--- src/rtl/core/gear_shift_jam_recovery_fsm_core_assert.svh ---
// Assertion macros for the gear shift sequencer core.
// Used by gear_shift_jam_recovery_fsm_core.sv; no other dependencies.
`ifndef GEAR_SHIFT_JAM_RECOVERY_FSM_CORE_ASSERT_SVH
`define GEAR_SHIFT_JAM_RECOVERY_FSM_CORE_ASSERT_SVH

`ifndef SYNTHESIS
// ante holds in a cycle: cons must hold in the same cycle
`define GSJR_ASSERT_IMPLY(lbl, clk, rst, ante, cons, msg) \
   lbl: assert property (@(posedge clk) disable iff (rst) (ante) |-> (cons)) \
      else $error(msg);
// ante holds in a cycle: cons must hold in the next cycle
`define GSJR_ASSERT_NEXT(lbl, clk, rst, ante, cons, msg) \
   lbl: assert property (@(posedge clk) disable iff (rst) (ante) |=> (cons)) \
      else $error(msg);
`else
`define GSJR_ASSERT_IMPLY(lbl, clk, rst, ante, cons, msg)
`define GSJR_ASSERT_NEXT(lbl, clk, rst, ante, cons, msg)
`endif

`endif

--- src/rtl/core/gsjr_pkg.sv ---
// Types, constants and helper functions for the gear shift sequencer core.
// No dependencies.
package gsjr_pkg;

   localparam int unsigned MAX_GEAR = 4;
   localparam int unsigned GEAR_W   = 8;
   localparam int unsigned TICK_W   = 24;
   localparam int unsigned MASK_W   = 5;
   localparam int unsigned CSR_IDX_W  = 3;
   localparam int unsigned CSR_DATA_W = 24;
   localparam int unsigned REQ_DATA_W = 16;
   localparam int unsigned RSP_DATA_W = 24;

   // Register reset values
   localparam logic [TICK_W-1:0]  BRAKE_TICKS_RST  = 24'd3000;
   localparam logic [TICK_W-1:0]  UNJAM_TICKS_RST  = 24'd1000;
   localparam logic signed [7:0]  BRAKE_VALUE_RST  = -8'sd100;
   localparam logic signed [7:0]  IDLE_VALUE_RST   = 8'sd0;
   localparam logic signed [7:0]  UNJAM_VALUE_RST  = 8'sd25;
   localparam logic [7:0]         RETRY_LIMIT_RST  = 8'd2;
   localparam logic               BRAKE_ENABLE_RST = 1'b1;
   localparam logic [MASK_W-1:0]  REVERT_MASK_RST  = 5'd26;
   localparam logic [GEAR_W-1:0]  GEAR_INVALID     = 8'd255;

   typedef enum logic [2:0] {
      MODE_IDLE     = 3'd0,
      MODE_CHECK    = 3'd1,
      MODE_BRAKE    = 3'd2,
      MODE_SHIFT    = 3'd3,
      MODE_REVERT   = 3'd4,
      MODE_THROTTLE = 3'd5,
      MODE_CANCEL   = 3'd6
   } mode_type;

   typedef enum logic [2:0] {
      OP_SHIFT_REQ  = 3'd0,
      OP_JAM        = 3'd1,
      OP_GEAR_PASS  = 3'd2,
      OP_CANCEL     = 3'd3,
      OP_INPUT_SEL  = 3'd4,
      OP_UI_SEL     = 3'd5,
      OP_TICK       = 3'd6
   } op_type;

   typedef enum logic [CSR_IDX_W-1:0] {
      CSR_BRAKE_TICKS  = 3'd0,
      CSR_UNJAM_TICKS  = 3'd1,
      CSR_BRAKE_VALUE  = 3'd2,
      CSR_IDLE_VALUE   = 3'd3,
      CSR_UNJAM_VALUE  = 3'd4,
      CSR_RETRY_LIMIT  = 3'd5,
      CSR_BRAKE_ENABLE = 3'd6,
      CSR_REVERT_MASK  = 3'd7
   } csr_idx_type;

   // Working copy of the sequencer state and result flags for one event
   typedef struct packed {
      mode_type           mode;
      logic [GEAR_W-1:0]  target;
      logic [GEAR_W-1:0]  revert;
      logic [TICK_W-1:0]  countdown;
      logic               gear_v;
      logic [3:0]         gear;
      logic               thr_v;
      logic signed [7:0]  thr;
      logic               cancel;
      logic               passreq;
   } work_type;

   function automatic logic gear_ok(input logic [GEAR_W-1:0] g);
      return g <= GEAR_W'(MAX_GEAR);
   endfunction

   // A zero tick count acts as one
   function automatic logic [TICK_W-1:0] load_ticks(input logic [TICK_W-1:0] v);
      return (v == '0) ? TICK_W'(1) : v;
   endfunction

   // Nearest revertable gear from 'from', upward or downward; invalid if none
   function automatic logic [GEAR_W-1:0] find_revert(input logic [GEAR_W-1:0] from,
                                                     input logic up,
                                                     input logic [MASK_W-1:0] mask);
      logic [GEAR_W-1:0] res;
      res = GEAR_INVALID;
      if (up) begin
         for (int g = MASK_W - 1; g >= 0; g--) begin
            if (g <= MAX_GEAR && mask[g] && GEAR_W'(g) >= from) res = GEAR_W'(g);
         end
      end else begin
         for (int g = 0; g < MASK_W; g++) begin
            if (g <= MAX_GEAR && mask[g] && GEAR_W'(g) <= from) res = GEAR_W'(g);
         end
      end
      return res;
   endfunction

endpackage

--- src/rtl/core/gear_shift_jam_recovery_fsm_core.sv ---
// Gear shift sequencer with jam recovery: event in, one result per event.
// Depends on gsjr_pkg and gear_shift_jam_recovery_fsm_core_assert.svh.
//
// One event is taken per clock while rsp_tready holds, and every event gives exactly one result.
// An event passes an input register, then the whole state transition,
// including chained mode changes and the revert gear search, is resolved
// combinationally into the result register, which loads when the event
// leaves the input register; that step waits while a held result is not
// taken on rsp_tready, and the sustained rate is one event per cycle.
// The result register and the input register together let a new event in
// while a finished result waits on rsp_tready. Configuration writes are always
// accepted and take effect on the next event.
module gear_shift_jam_recovery_fsm_core (
   input  logic                               clock,
   input  logic                               reset,
   // events
   input  logic                               req_tvalid,
   output logic                               req_tready,
   input  logic [gsjr_pkg::REQ_DATA_W-1:0]    req_tdata,  // [7:0] gear_value, [8] select_flag
   input  logic [2:0]                         req_tuser,  // [2:0] opcode
   // results
   output logic                               rsp_tvalid,
   input  logic                               rsp_tready,
   output logic [gsjr_pkg::RSP_DATA_W-1:0]    rsp_tdata,  // [2:0] mode, [3] gear_cmd_valid,
                                                          // [7:4] gear_cmd, [8] throttle_valid,
                                                          // [16:9] throttle_cmd,
                                                          // [17] cancel_out,
                                                          // [18] pass_gear_request
   // configuration writes
   input  logic                               csr_valid,
   output logic                               csr_ready,
   input  logic [gsjr_pkg::CSR_IDX_W-1:0]     csr_index,
   input  logic [gsjr_pkg::CSR_DATA_W-1:0]    csr_data
);
   import gsjr_pkg::*;

   // configuration registers
   logic [TICK_W-1:0]  brake_ticks_ff;
   logic [TICK_W-1:0]  unjam_ticks_ff;
   logic signed [7:0]  brake_value_ff;
   logic signed [7:0]  idle_value_ff;
   logic signed [7:0]  unjam_value_ff;
   logic [7:0]         retry_limit_ff;
   logic               brake_enable_ff;
   logic [MASK_W-1:0]  revert_mask_ff;

   // sequencer state
   mode_type           mode_ff, mode_in;
   logic [GEAR_W-1:0]  requested_ff, requested_in;
   logic [GEAR_W-1:0]  target_ff, target_in;
   logic [GEAR_W-1:0]  last_rep_ff, last_rep_in;
   logic [GEAR_W-1:0]  passed_ff, passed_in;
   logic [GEAR_W-1:0]  revert_ff, revert_in;
   logic [7:0]         attempt_ff, attempt_in;
   logic [TICK_W-1:0]  countdown_ff, countdown_in;
   logic               input_sel_ff, input_sel_in;
   logic               ui_sel_ff, ui_sel_in;

   // input stage
   logic               stage_valid_ff;
   logic [2:0]         stage_op_ff;
   logic [GEAR_W-1:0]  stage_gear_ff;
   logic               stage_sel_ff;

   // result stage
   logic                   rsp_valid_ff;
   logic [RSP_DATA_W-1:0]  rsp_data_ff, rsp_data_in;

   logic advance;

   // Run the chain of mode entries that one entry can trigger
   function automatic work_type enter_chain(input work_type w_i,
                                            input mode_type start,
                                            input logic [GEAR_W-1:0] requested,
                                            input logic [GEAR_W-1:0] last_rep,
                                            input logic [GEAR_W-1:0] passed,
                                            input logic brake_en,
                                            input logic [TICK_W-1:0] brake_ticks,
                                            input logic signed [7:0] brake_value,
                                            input logic [MASK_W-1:0] mask);
      work_type w;
      mode_type st;
      logic     go;
      w  = w_i;
      st = start;
      go = 1'b1;
      // longest chain is check, brake, shift
      for (int i = 0; i < 4; i++) begin
         if (go) begin
            go = 1'b0;
            if (!gear_ok(passed)) w.passreq = 1'b1;
            w.mode = st;
            unique case (st)
               MODE_CHECK: begin
                  if (!gear_ok(requested) || !gear_ok(last_rep) || requested == last_rep) begin
                     st = MODE_CANCEL;
                  end else begin
                     w.target = requested;
                     st = MODE_BRAKE;
                  end
                  go = 1'b1;
               end
               MODE_BRAKE: begin
                  if (brake_en) begin
                     w.thr_v     = 1'b1;
                     w.thr       = brake_value;
                     w.countdown = load_ticks(brake_ticks);
                  end else begin
                     st = MODE_SHIFT;
                     go = 1'b1;
                  end
               end
               MODE_SHIFT: begin
                  if (!gear_ok(w.target)) begin
                     st = MODE_IDLE;
                     go = 1'b1;
                  end else begin
                     w.gear_v = 1'b1;
                     w.gear   = w.target[3:0];
                  end
               end
               MODE_REVERT: begin
                  if (!gear_ok(passed) || !gear_ok(w.target)) begin
                     st = MODE_CANCEL;
                     go = 1'b1;
                  end else begin
                     w.revert = find_revert(w.target, passed > w.target, mask);
                     if (!gear_ok(w.revert)) begin
                        st = MODE_IDLE;
                        go = 1'b1;
                     end else begin
                        w.gear_v = 1'b1;
                        w.gear   = w.revert[3:0];
                     end
                  end
               end
               MODE_CANCEL: w.cancel = 1'b1;
               default: ;
            endcase
         end
      end
      return w;
   endfunction

   assign advance    = stage_valid_ff && (!rsp_valid_ff || rsp_tready);
   assign req_tready = !stage_valid_ff || advance;
   assign rsp_tvalid = rsp_valid_ff;
   assign rsp_tdata  = rsp_data_ff;
   assign csr_ready  = 1'b1;

   // Write configuration registers
   always_ff @(posedge clock) begin
      if (reset) begin
         brake_ticks_ff  <= BRAKE_TICKS_RST;
         unjam_ticks_ff  <= UNJAM_TICKS_RST;
         brake_value_ff  <= BRAKE_VALUE_RST;
         idle_value_ff   <= IDLE_VALUE_RST;
         unjam_value_ff  <= UNJAM_VALUE_RST;
         retry_limit_ff  <= RETRY_LIMIT_RST;
         brake_enable_ff <= BRAKE_ENABLE_RST;
         revert_mask_ff  <= REVERT_MASK_RST;
      end else if (csr_valid) begin
         unique case (csr_idx_type'(csr_index))
            CSR_BRAKE_TICKS:  brake_ticks_ff  <= csr_data[TICK_W-1:0];
            CSR_UNJAM_TICKS:  unjam_ticks_ff  <= csr_data[TICK_W-1:0];
            CSR_BRAKE_VALUE:  brake_value_ff  <= csr_data[7:0];
            CSR_IDLE_VALUE:   idle_value_ff   <= csr_data[7:0];
            CSR_UNJAM_VALUE:  unjam_value_ff  <= csr_data[7:0];
            CSR_RETRY_LIMIT:  retry_limit_ff  <= csr_data[7:0];
            CSR_BRAKE_ENABLE: brake_enable_ff <= csr_data[0];
            CSR_REVERT_MASK:  revert_mask_ff  <= csr_data[MASK_W-1:0];
            default: ;
         endcase
      end
   end

   // Capture an event on each input transfer
   always_ff @(posedge clock) begin
      if (reset) begin
         stage_valid_ff <= 1'b0;
      end else if (req_tready) begin
         stage_valid_ff <= req_tvalid;
      end
      if (req_tvalid && req_tready) begin
         stage_op_ff   <= req_tuser;
         stage_gear_ff <= req_tdata[7:0];
         stage_sel_ff  <= req_tdata[8];
      end
   end

   // Resolve one event: next state and result
   always_comb begin
      work_type w;
      logic     go_throttle;
      w            = '0;
      w.mode       = mode_ff;
      w.target     = target_ff;
      w.revert     = revert_ff;
      w.countdown  = countdown_ff;
      go_throttle  = 1'b0;
      requested_in = requested_ff;
      last_rep_in  = last_rep_ff;
      passed_in    = passed_ff;
      attempt_in   = attempt_ff;
      input_sel_in = input_sel_ff;
      ui_sel_in    = ui_sel_ff;

      unique case (op_type'(stage_op_ff))
         OP_SHIFT_REQ: begin
            requested_in = stage_gear_ff;
            attempt_in   = '0;
            if (input_sel_ff && ui_sel_ff) begin
               w = enter_chain(w, MODE_CHECK, stage_gear_ff, last_rep_ff, passed_ff,
                               brake_enable_ff, brake_ticks_ff, brake_value_ff,
                               revert_mask_ff);
            end
         end
         OP_JAM: begin
            if (w.mode == MODE_SHIFT) begin
               w = enter_chain(w, MODE_REVERT, requested_ff, last_rep_ff, passed_ff,
                               brake_enable_ff, brake_ticks_ff, brake_value_ff,
                               revert_mask_ff);
            end
            if (w.mode == MODE_REVERT) begin
               go_throttle = attempt_ff < retry_limit_ff;
               attempt_in  = attempt_ff + 8'd1;
               if (go_throttle) begin
                  w = enter_chain(w, MODE_THROTTLE, requested_ff, last_rep_ff, passed_ff,
                                  brake_enable_ff, brake_ticks_ff, brake_value_ff,
                                  revert_mask_ff);
               end
            end
            if (w.mode == MODE_THROTTLE) begin
               w.thr_v     = 1'b1;
               w.thr       = unjam_value_ff;
               w.countdown = load_ticks(unjam_ticks_ff);
            end
         end
         OP_GEAR_PASS: begin
            last_rep_in = stage_gear_ff;
            if (w.mode == MODE_SHIFT && w.target == stage_gear_ff) begin
               w = enter_chain(w, MODE_IDLE, requested_ff, stage_gear_ff, passed_ff,
                               brake_enable_ff, brake_ticks_ff, brake_value_ff,
                               revert_mask_ff);
               w.thr_v = 1'b1;
               w.thr   = idle_value_ff;
            end
            if (w.mode == MODE_REVERT && w.revert == stage_gear_ff) begin
               w = enter_chain(w, MODE_CHECK, requested_ff, stage_gear_ff, passed_ff,
                               brake_enable_ff, brake_ticks_ff, brake_value_ff,
                               revert_mask_ff);
            end
            passed_in = stage_gear_ff;
         end
         OP_CANCEL: begin
            w = enter_chain(w, MODE_IDLE, requested_ff, last_rep_ff, passed_ff,
                            brake_enable_ff, brake_ticks_ff, brake_value_ff,
                            revert_mask_ff);
         end
         OP_INPUT_SEL: input_sel_in = stage_sel_ff;
         OP_UI_SEL:    ui_sel_in    = stage_sel_ff;
         OP_TICK: begin
            if (countdown_ff != '0) begin
               w.countdown = countdown_ff - TICK_W'(1);
               if (w.countdown == '0) begin
                  if (w.mode == MODE_BRAKE) begin
                     w = enter_chain(w, MODE_SHIFT, requested_ff, last_rep_ff, passed_ff,
                                     brake_enable_ff, brake_ticks_ff, brake_value_ff,
                                     revert_mask_ff);
                  end else if (w.mode == MODE_THROTTLE) begin
                     w = enter_chain(w, MODE_CHECK, requested_ff, last_rep_ff, passed_ff,
                                     brake_enable_ff, brake_ticks_ff, brake_value_ff,
                                     revert_mask_ff);
                  end
               end
            end
         end
         default: ;
      endcase

      mode_in      = w.mode;
      target_in    = w.target;
      revert_in    = w.revert;
      countdown_in = w.countdown;
      rsp_data_in  = {5'd0, w.passreq, w.cancel, w.thr, w.thr_v, w.gear, w.gear_v,
                      w.mode};
   end

   // Advance sequencer state on each processed event
   always_ff @(posedge clock) begin
      if (reset) begin
         mode_ff      <= MODE_IDLE;
         requested_ff <= '0;
         target_ff    <= '0;
         last_rep_ff  <= GEAR_INVALID;
         passed_ff    <= GEAR_INVALID;
         revert_ff    <= GEAR_INVALID;
         attempt_ff   <= '0;
         countdown_ff <= '0;
         input_sel_ff <= 1'b0;
         ui_sel_ff    <= 1'b0;
      end else if (advance) begin
         mode_ff      <= mode_in;
         requested_ff <= requested_in;
         target_ff    <= target_in;
         last_rep_ff  <= last_rep_in;
         passed_ff    <= passed_in;
         revert_ff    <= revert_in;
         attempt_ff   <= attempt_in;
         countdown_ff <= countdown_in;
         input_sel_ff <= input_sel_in;
         ui_sel_ff    <= ui_sel_in;
      end
   end

   // Hold the result until its transfer completes
   always_ff @(posedge clock) begin
      if (reset) begin
         rsp_valid_ff <= 1'b0;
      end else if (advance) begin
         rsp_valid_ff <= 1'b1;
      end else if (rsp_tready) begin
         rsp_valid_ff <= 1'b0;
      end
      if (advance) begin
         rsp_data_ff <= rsp_data_in;
      end
   end

`include "gear_shift_jam_recovery_fsm_core_assert.svh"

   // a cancel announcement always leaves the sequencer in cancel
   `GSJR_ASSERT_IMPLY(a_cancel_mode, clock, reset, rsp_valid_ff && rsp_data_ff[17],
      rsp_data_ff[2:0] == MODE_CANCEL, "cancel_out without cancel mode")
   // a commanded gear is always a valid gear
   `GSJR_ASSERT_IMPLY(a_gear_range, clock, reset, rsp_valid_ff && rsp_data_ff[3],
      rsp_data_ff[7:4] <= 4'(MAX_GEAR), "gear command out of range")
   // a stalled event stays in the input stage
   `GSJR_ASSERT_NEXT(a_stage_hold, clock, reset, stage_valid_ff && !advance,
      stage_valid_ff && $stable(stage_op_ff), "input stage lost an event")

endmodule

--- config.mk ---
export PLATFORM = sky130hd
export DESIGN_NAME = gear_shift_jam_recovery_fsm_core
export DESIGN_NICKNAME = d
export VERILOG_FILES = /design/src/rtl/core/gsjr_pkg.sv /design/src/rtl/core/gear_shift_jam_recovery_fsm_core.sv
export VERILOG_INCLUDE_DIRS = /design/src /design/src/rtl/core
export SDC_FILE = /design/constraint.sdc
export NUM_CORES = 1
export LEC_CHECK = 0
export ABC_AREA = 1
export ABC_CLOCK_PERIOD_IN_PS = 2400
export BUFFER_PORTS_ARGS = -buffer_cell sky130_fd_sc_hd__buf_2
export CORE_AREA = 2 2 156 158
export CTS_CLUSTER_SIZE = 16
export DETAILED_ROUTE_END_ITERATION = 8
export DIE_AREA = 0 0 158 160
export GPL_TIMING_DRIVEN = 0
export HOLD_SLACK_MARGIN = 0.05
export PLACE_DENSITY_LB_ADDON = 0.1
export SLEW_MARGIN = 10
export SYNTH_ARGS = -nofsm -noshare
export SYNTH_HDL_FRONTEND = slang
export SYNTH_SLANG_ARGS = --single-unit
--- constraint.sdc ---
create_clock -name clock -period 2.4 [get_ports clock]
set_input_delay 0.36 -clock clock [delete_from_list [all_inputs] [get_ports clock]]
set_output_delay 0.36 -clock clock [all_outputs]
set_load 0.02 [all_outputs]
==> results.md <==
- The slew of the pin with the lowest slew margin is 0.908 ns.
- The maximum clock frequency is 0.352 GHz.
- The worst-path cell with the longest stage delay is sky130_fd_sc_hd__dfxtp_4.
- In the final layout, the share of cells above drive strength 1 is 0.254.
- The total die area is 25,300 sq um.
- By instance count, the leading cell after synthesis is sky130_fd_sc_hd__nand2_1.
- In the final timing run, aggregate negative setup slack is -19.25 ns.
- The critical path goes through buf_6 > nor2_4 > nand2_2 > nor2_4 > nand4_1 > nand2_2 > nand2_1 > nor2_1 > nand2_1 > nor2_4 > buf_6 > nand4_1 > nand4_1 > nor2_4 > buf_6 > nand2_2 > nand3_2.
- The number of DRC violations after detailed routing is 0.
- The final layout net count is 2,286.
- The number of synthesis warnings is 0.
- Counting I/O delays and the setup requirement, the final critical path takes 2.84 ns.
- The post-synthesis instance total is 2,044.
- The share of synthesized area in the top cell type comes to 0.243.
- The clock network latency to the later pin of the worst-skew pair is 0.45 ns.
- The post-route antenna net violation count is 0.
- The detailed router finished its first iteration with 1,602 violations.
- The overflow left after global routing is 0.
- Data arrives at the worst endpoint at 3.15 ns.
- The number of I/O port buffers is 64.
- The setup path with the least slack is of type reg -> reg.
- The total number of clock tree sinks is 188.
- The number of antenna violations at the first check in global routing is 0.
- In this run the critical register-to-register path is launched from countdown_ff[1].
- The synthesized design spends more area on one cell type than any other, namely sky130_fd_sc_hd__dfxtp_1.
- The largest driver fanout on the critical path is 5.
- Among all flip-flop cells after synthesis, the most frequent one is sky130_fd_sc_hd__dfxtp_1.
- The kind of end point of the critical path is a flip-flop.
- The antenna diode count is 0.
- The final worst-path cycle share is 1.18.
- The clock tree from TritonCTS is built.
- The worst hold path begins at req_tdata[7].
- The number of global-route vias before repair is 14,000.
- The final reports fail on setup timing.
- Setup violations remaining at the end of the flow were counted as 69.
- The flow ran to the end, but the final reports show violations.
- The leakage component of the power is 0.00750 uW.
- In this run, placement finished with an instance count of 2,437.
- The root buffer cell is sky130_fd_sc_hd__clkbuf_16.
- The launching element of the worst setup path is countdown_ff[1].
- Pin placement for this block handled 78 I/O pins.
- The count of H-tree levels built during CTS is 4.
- The fraction of registers with async set/reset is 0.
- The first-pass detailed-route iteration total is 6.
- The kind of start point of the critical path is a flip-flop.
- The post-layout total power is 7590 uW.
- The max-slew violation total from the final report came to 0.
- Measured against its own limit, the worst slew margin works out to 0.394.
- The die extent in x is 158 microns.
- Among the stages of the critical path, the cell type that occurs most often is sky130_fd_sc_hd__nor2_4.
- By count the netlist is led by sky130_fd_sc_hd__nand2_1 (566), sky130_fd_sc_hd__inv_1 (239), sky130_fd_sc_hd__nor2_1 (200).
- The power density over the cells is 459 nW/um^2.
- The sum of net half-perimeters after detailed placement is 33,700 microns.
- The number of register bits inferred by synthesis is 188.
- In this design, the largest share of critical-path delay is due to simple AND/OR/NAND/NOR gates.
- The height of the die is 160 microns.
- The worst setup margin is -0.440 ns.
- The via count normalized by instance count is 5.75.
- Entering global routing, the biggest net connects 27 pins.
- The average instance area after synthesis is 6.33 sq um.
- At the worst endpoint, the required time is 2.71 ns.
- The number of max-cap violations is 0.
- Yosys mapped a number of flops with a built-in enable equal to 31.
- The count of non-filler cells in the finished layout is 2,553.
- Setup repair after global routing could not meet its margin everywhere.
- The floorplan step defined a core boundary enclosing 23,800 sq um.
- The row count is 57.
- The number of buffers and inverters on the critical path is 3.
- The filler cell count in the final layout is 2,064.
- The number of buffers created by CTS is 17.
- The kind of path behind the tightest hold check is in -> reg.
- The initial core utilization is 0.543.
- The overall via count from detail_route is 14,700.
- The first-pass GRT wire length is 74,300 microns.
- The area growth from synthesis to layout is 27.7%.
- The worst slack at placement is -0.847 ns.
- Counting distinct cell types in the post-synthesis netlist gives 53.
- The maximum VDD drop is 415 uV.
- In this design, the stage delay of the slowest critical-path cell is 0.37 ns.
- The final layout contains routed wiring with a total length of 48,000 microns.
- Clock-pin slew was measured on the worst setup and hold paths at 0.09 ns.
- The worst hold slack after final layout is 0.0721 ns.
- The area of the mapped netlist is 12,900 sq um.
- By area the synthesized netlist is led by sky130_fd_sc_hd__dfxtp_1 (24%), sky130_fd_sc_hd__nand2_1 (16%), sky130_fd_sc_hd__edfxtp_1 (7.2%).
- The number of hold-slack violations in the final timing report came to 0.
- Routability-driven placement finished with a final weighted congestion of 0.966.
- The global-route total usage across every layer is 0.378.
- The share of the yosys chip area belonging to registers is 0.315.
- Between clock sinks in the finished design, the worst skew comes to 0.0182 ns.
- No sink is reached through more buffers than the 2 on the longest clock path.
- The detail-routed net length per standard cell is 18.8 microns.
area by class of cell:
type                            count  area (sq um)  share of cell area
Timing Repair Buffer              168          1320              0.0796
Inverter                          271          1080              0.0651
Sequential cell                   188          4120               0.249
Multi-Input combinational cell   1474          8350               0.505
Buffer                             96           627              0.0379
Tap cell                          324           405              0.0245
Clock buffer                       17           425              0.0257
Clock inverter                     15           209              0.0126
layout by cell type, fill, tap and decap left out, types with 8 or more instances in the layout:
master	synthesis	layout
sky130_fd_sc_hd__o22ai_1	10	10
sky130_fd_sc_hd__clkbuf_16	0	17
sky130_fd_sc_hd__buf_4	13	90
sky130_fd_sc_hd__nor2_1	200	162
sky130_fd_sc_hd__o21ai_0	141	126
sky130_fd_sc_hd__nand3_1	156	127
sky130_fd_sc_hd__a21oi_1	107	94
sky130_fd_sc_hd__nor2_2	14	20
sky130_fd_sc_hd__nor4_1	15	13
sky130_fd_sc_hd__xor2_1	24	23
sky130_fd_sc_hd__ha_1	19	11
sky130_fd_sc_hd__edfxtp_1	31	31
sky130_fd_sc_hd__clkbuf_1	64	37
sky130_fd_sc_hd__dfxtp_2	0	14
sky130_fd_sc_hd__o211ai_1	49	49
sky130_fd_sc_hd__o21ai_1	4	10
sky130_fd_sc_hd__nand3_2	1	26
sky130_fd_sc_hd__inv_2	24	25
sky130_fd_sc_hd__a21oi_2	11	21
sky130_fd_sc_hd__o2111ai_1	29	26
sky130_fd_sc_hd__xnor2_1	12	11
sky130_fd_sc_hd__inv_12	0	9
sky130_fd_sc_hd__inv_1	239	225
sky130_fd_sc_hd__inv_4	0	9
sky130_fd_sc_hd__dfxtp_1	157	136
sky130_fd_sc_hd__nand2_4	2	15
sky130_fd_sc_hd__nor2_4	14	46
sky130_fd_sc_hd__nand4_1	41	41
sky130_fd_sc_hd__ha_4	0	8
sky130_fd_sc_hd__buf_2	33	76
sky130_fd_sc_hd__nor3_1	14	9
sky130_fd_sc_hd__o21ai_2	0	9
sky130_fd_sc_hd__buf_6	5	32
sky130_fd_sc_hd__nand2_2	5	66
sky130_fd_sc_hd__nand2_1	566	491
sky130_fd_sc_hd__clkbuf_2	0	10
what timing repair did:
action | 4_1_cts | 5_1_grt
setup buffers | 71 | 27
gates cloned | 7 | 0
hold buffers | 0 | 0
pin swaps | 63 | 56
setup endpoints to repair | 76 | 84
resized for setup | 308 | 116
metal layers:
layer  vias up  routed length (microns)  track usage
met5         -                        0            0
met4         0                     2940        0.208
met3       203                     3800       0.0689
met2       697                    22500        0.626
met1      6747                    18800        0.461
li1       7025                        -            -
worst register-to-register path, cell delays in order (launching register included):
cell and delay (ns):
sky130_fd_sc_hd__dfxtp_4 0.37, sky130_fd_sc_hd__buf_6 0.12, sky130_fd_sc_hd__nor2_4 0.19, sky130_fd_sc_hd__nand2_2 0.09
sky130_fd_sc_hd__nor2_4 0.23, sky130_fd_sc_hd__nand4_1 0.14, sky130_fd_sc_hd__nand2_2 0.11, sky130_fd_sc_hd__nand2_1 0.09
sky130_fd_sc_hd__nor2_1 0.13, sky130_fd_sc_hd__nand2_1 0.12, sky130_fd_sc_hd__nor2_4 0.16, sky130_fd_sc_hd__buf_6 0.14
sky130_fd_sc_hd__nand4_1 0.23, sky130_fd_sc_hd__nand4_1 0.23, sky130_fd_sc_hd__nor2_4 0.08, sky130_fd_sc_hd__buf_6 0.14
sky130_fd_sc_hd__nand2_2 0.06, sky130_fd_sc_hd__nand3_2 0.06
stage by stage:
stage	cell area (sq um)	util
3_3_place_gp	13700	0.575
3_5_place_dp	13700	0.575
4_1_cts	16000	0.672
2_1_floorplan	13000	-
6_report	16500	0.694
5_1_grt	16500	0.694
registers in the layout, indices dropped and copies added (netlist names):
signal	count
brake_ticks_ff	24
countdown_ff	24
unjam_ticks_ff	24
rsp_tdata	19
attempt_ff	8
brake_value_ff	8
idle_value_ff	8
passed_ff	8
requested_ff	8
retry_limit_ff	8
revert_ff	8
stage_gear_ff	8
target_ff	8
unjam_value_ff	8
revert_mask_ff	5
mode_ff	3
stage_op_ff	3
brake_enable_ff	1
input_sel_ff	1
rsp_tvalid	1
stage_sel_ff	1
stage_valid_ff	1
ui_sel_ff	1
logic make-up after synthesis:
family,synth area share
xor+xnor,0.0244
simple gates,0.347
compound gates,0.172
other cells,0.000580
buf+inv,0.122
fa+ha+maj,0.0184
flops,0.315
final timing paths:
kind	slack [ns]	cells past startpoint	endpoint
min reg2reg	0.47	2	retry_limit_ff[7]
max reg2reg	-0.44	17	revert_ff[7]
min	0.07	1	stage_gear_ff[7]
max	-0.44	17	revert_ff[7]
power by group:
part / internal (uW) / switching (uW)
Sequential: 3290 / 71.9
Clock: 1480 / 1610
Combinational: 385 / 742
Total: 5160 / 2430
Power figures use the tool's default switching activity.
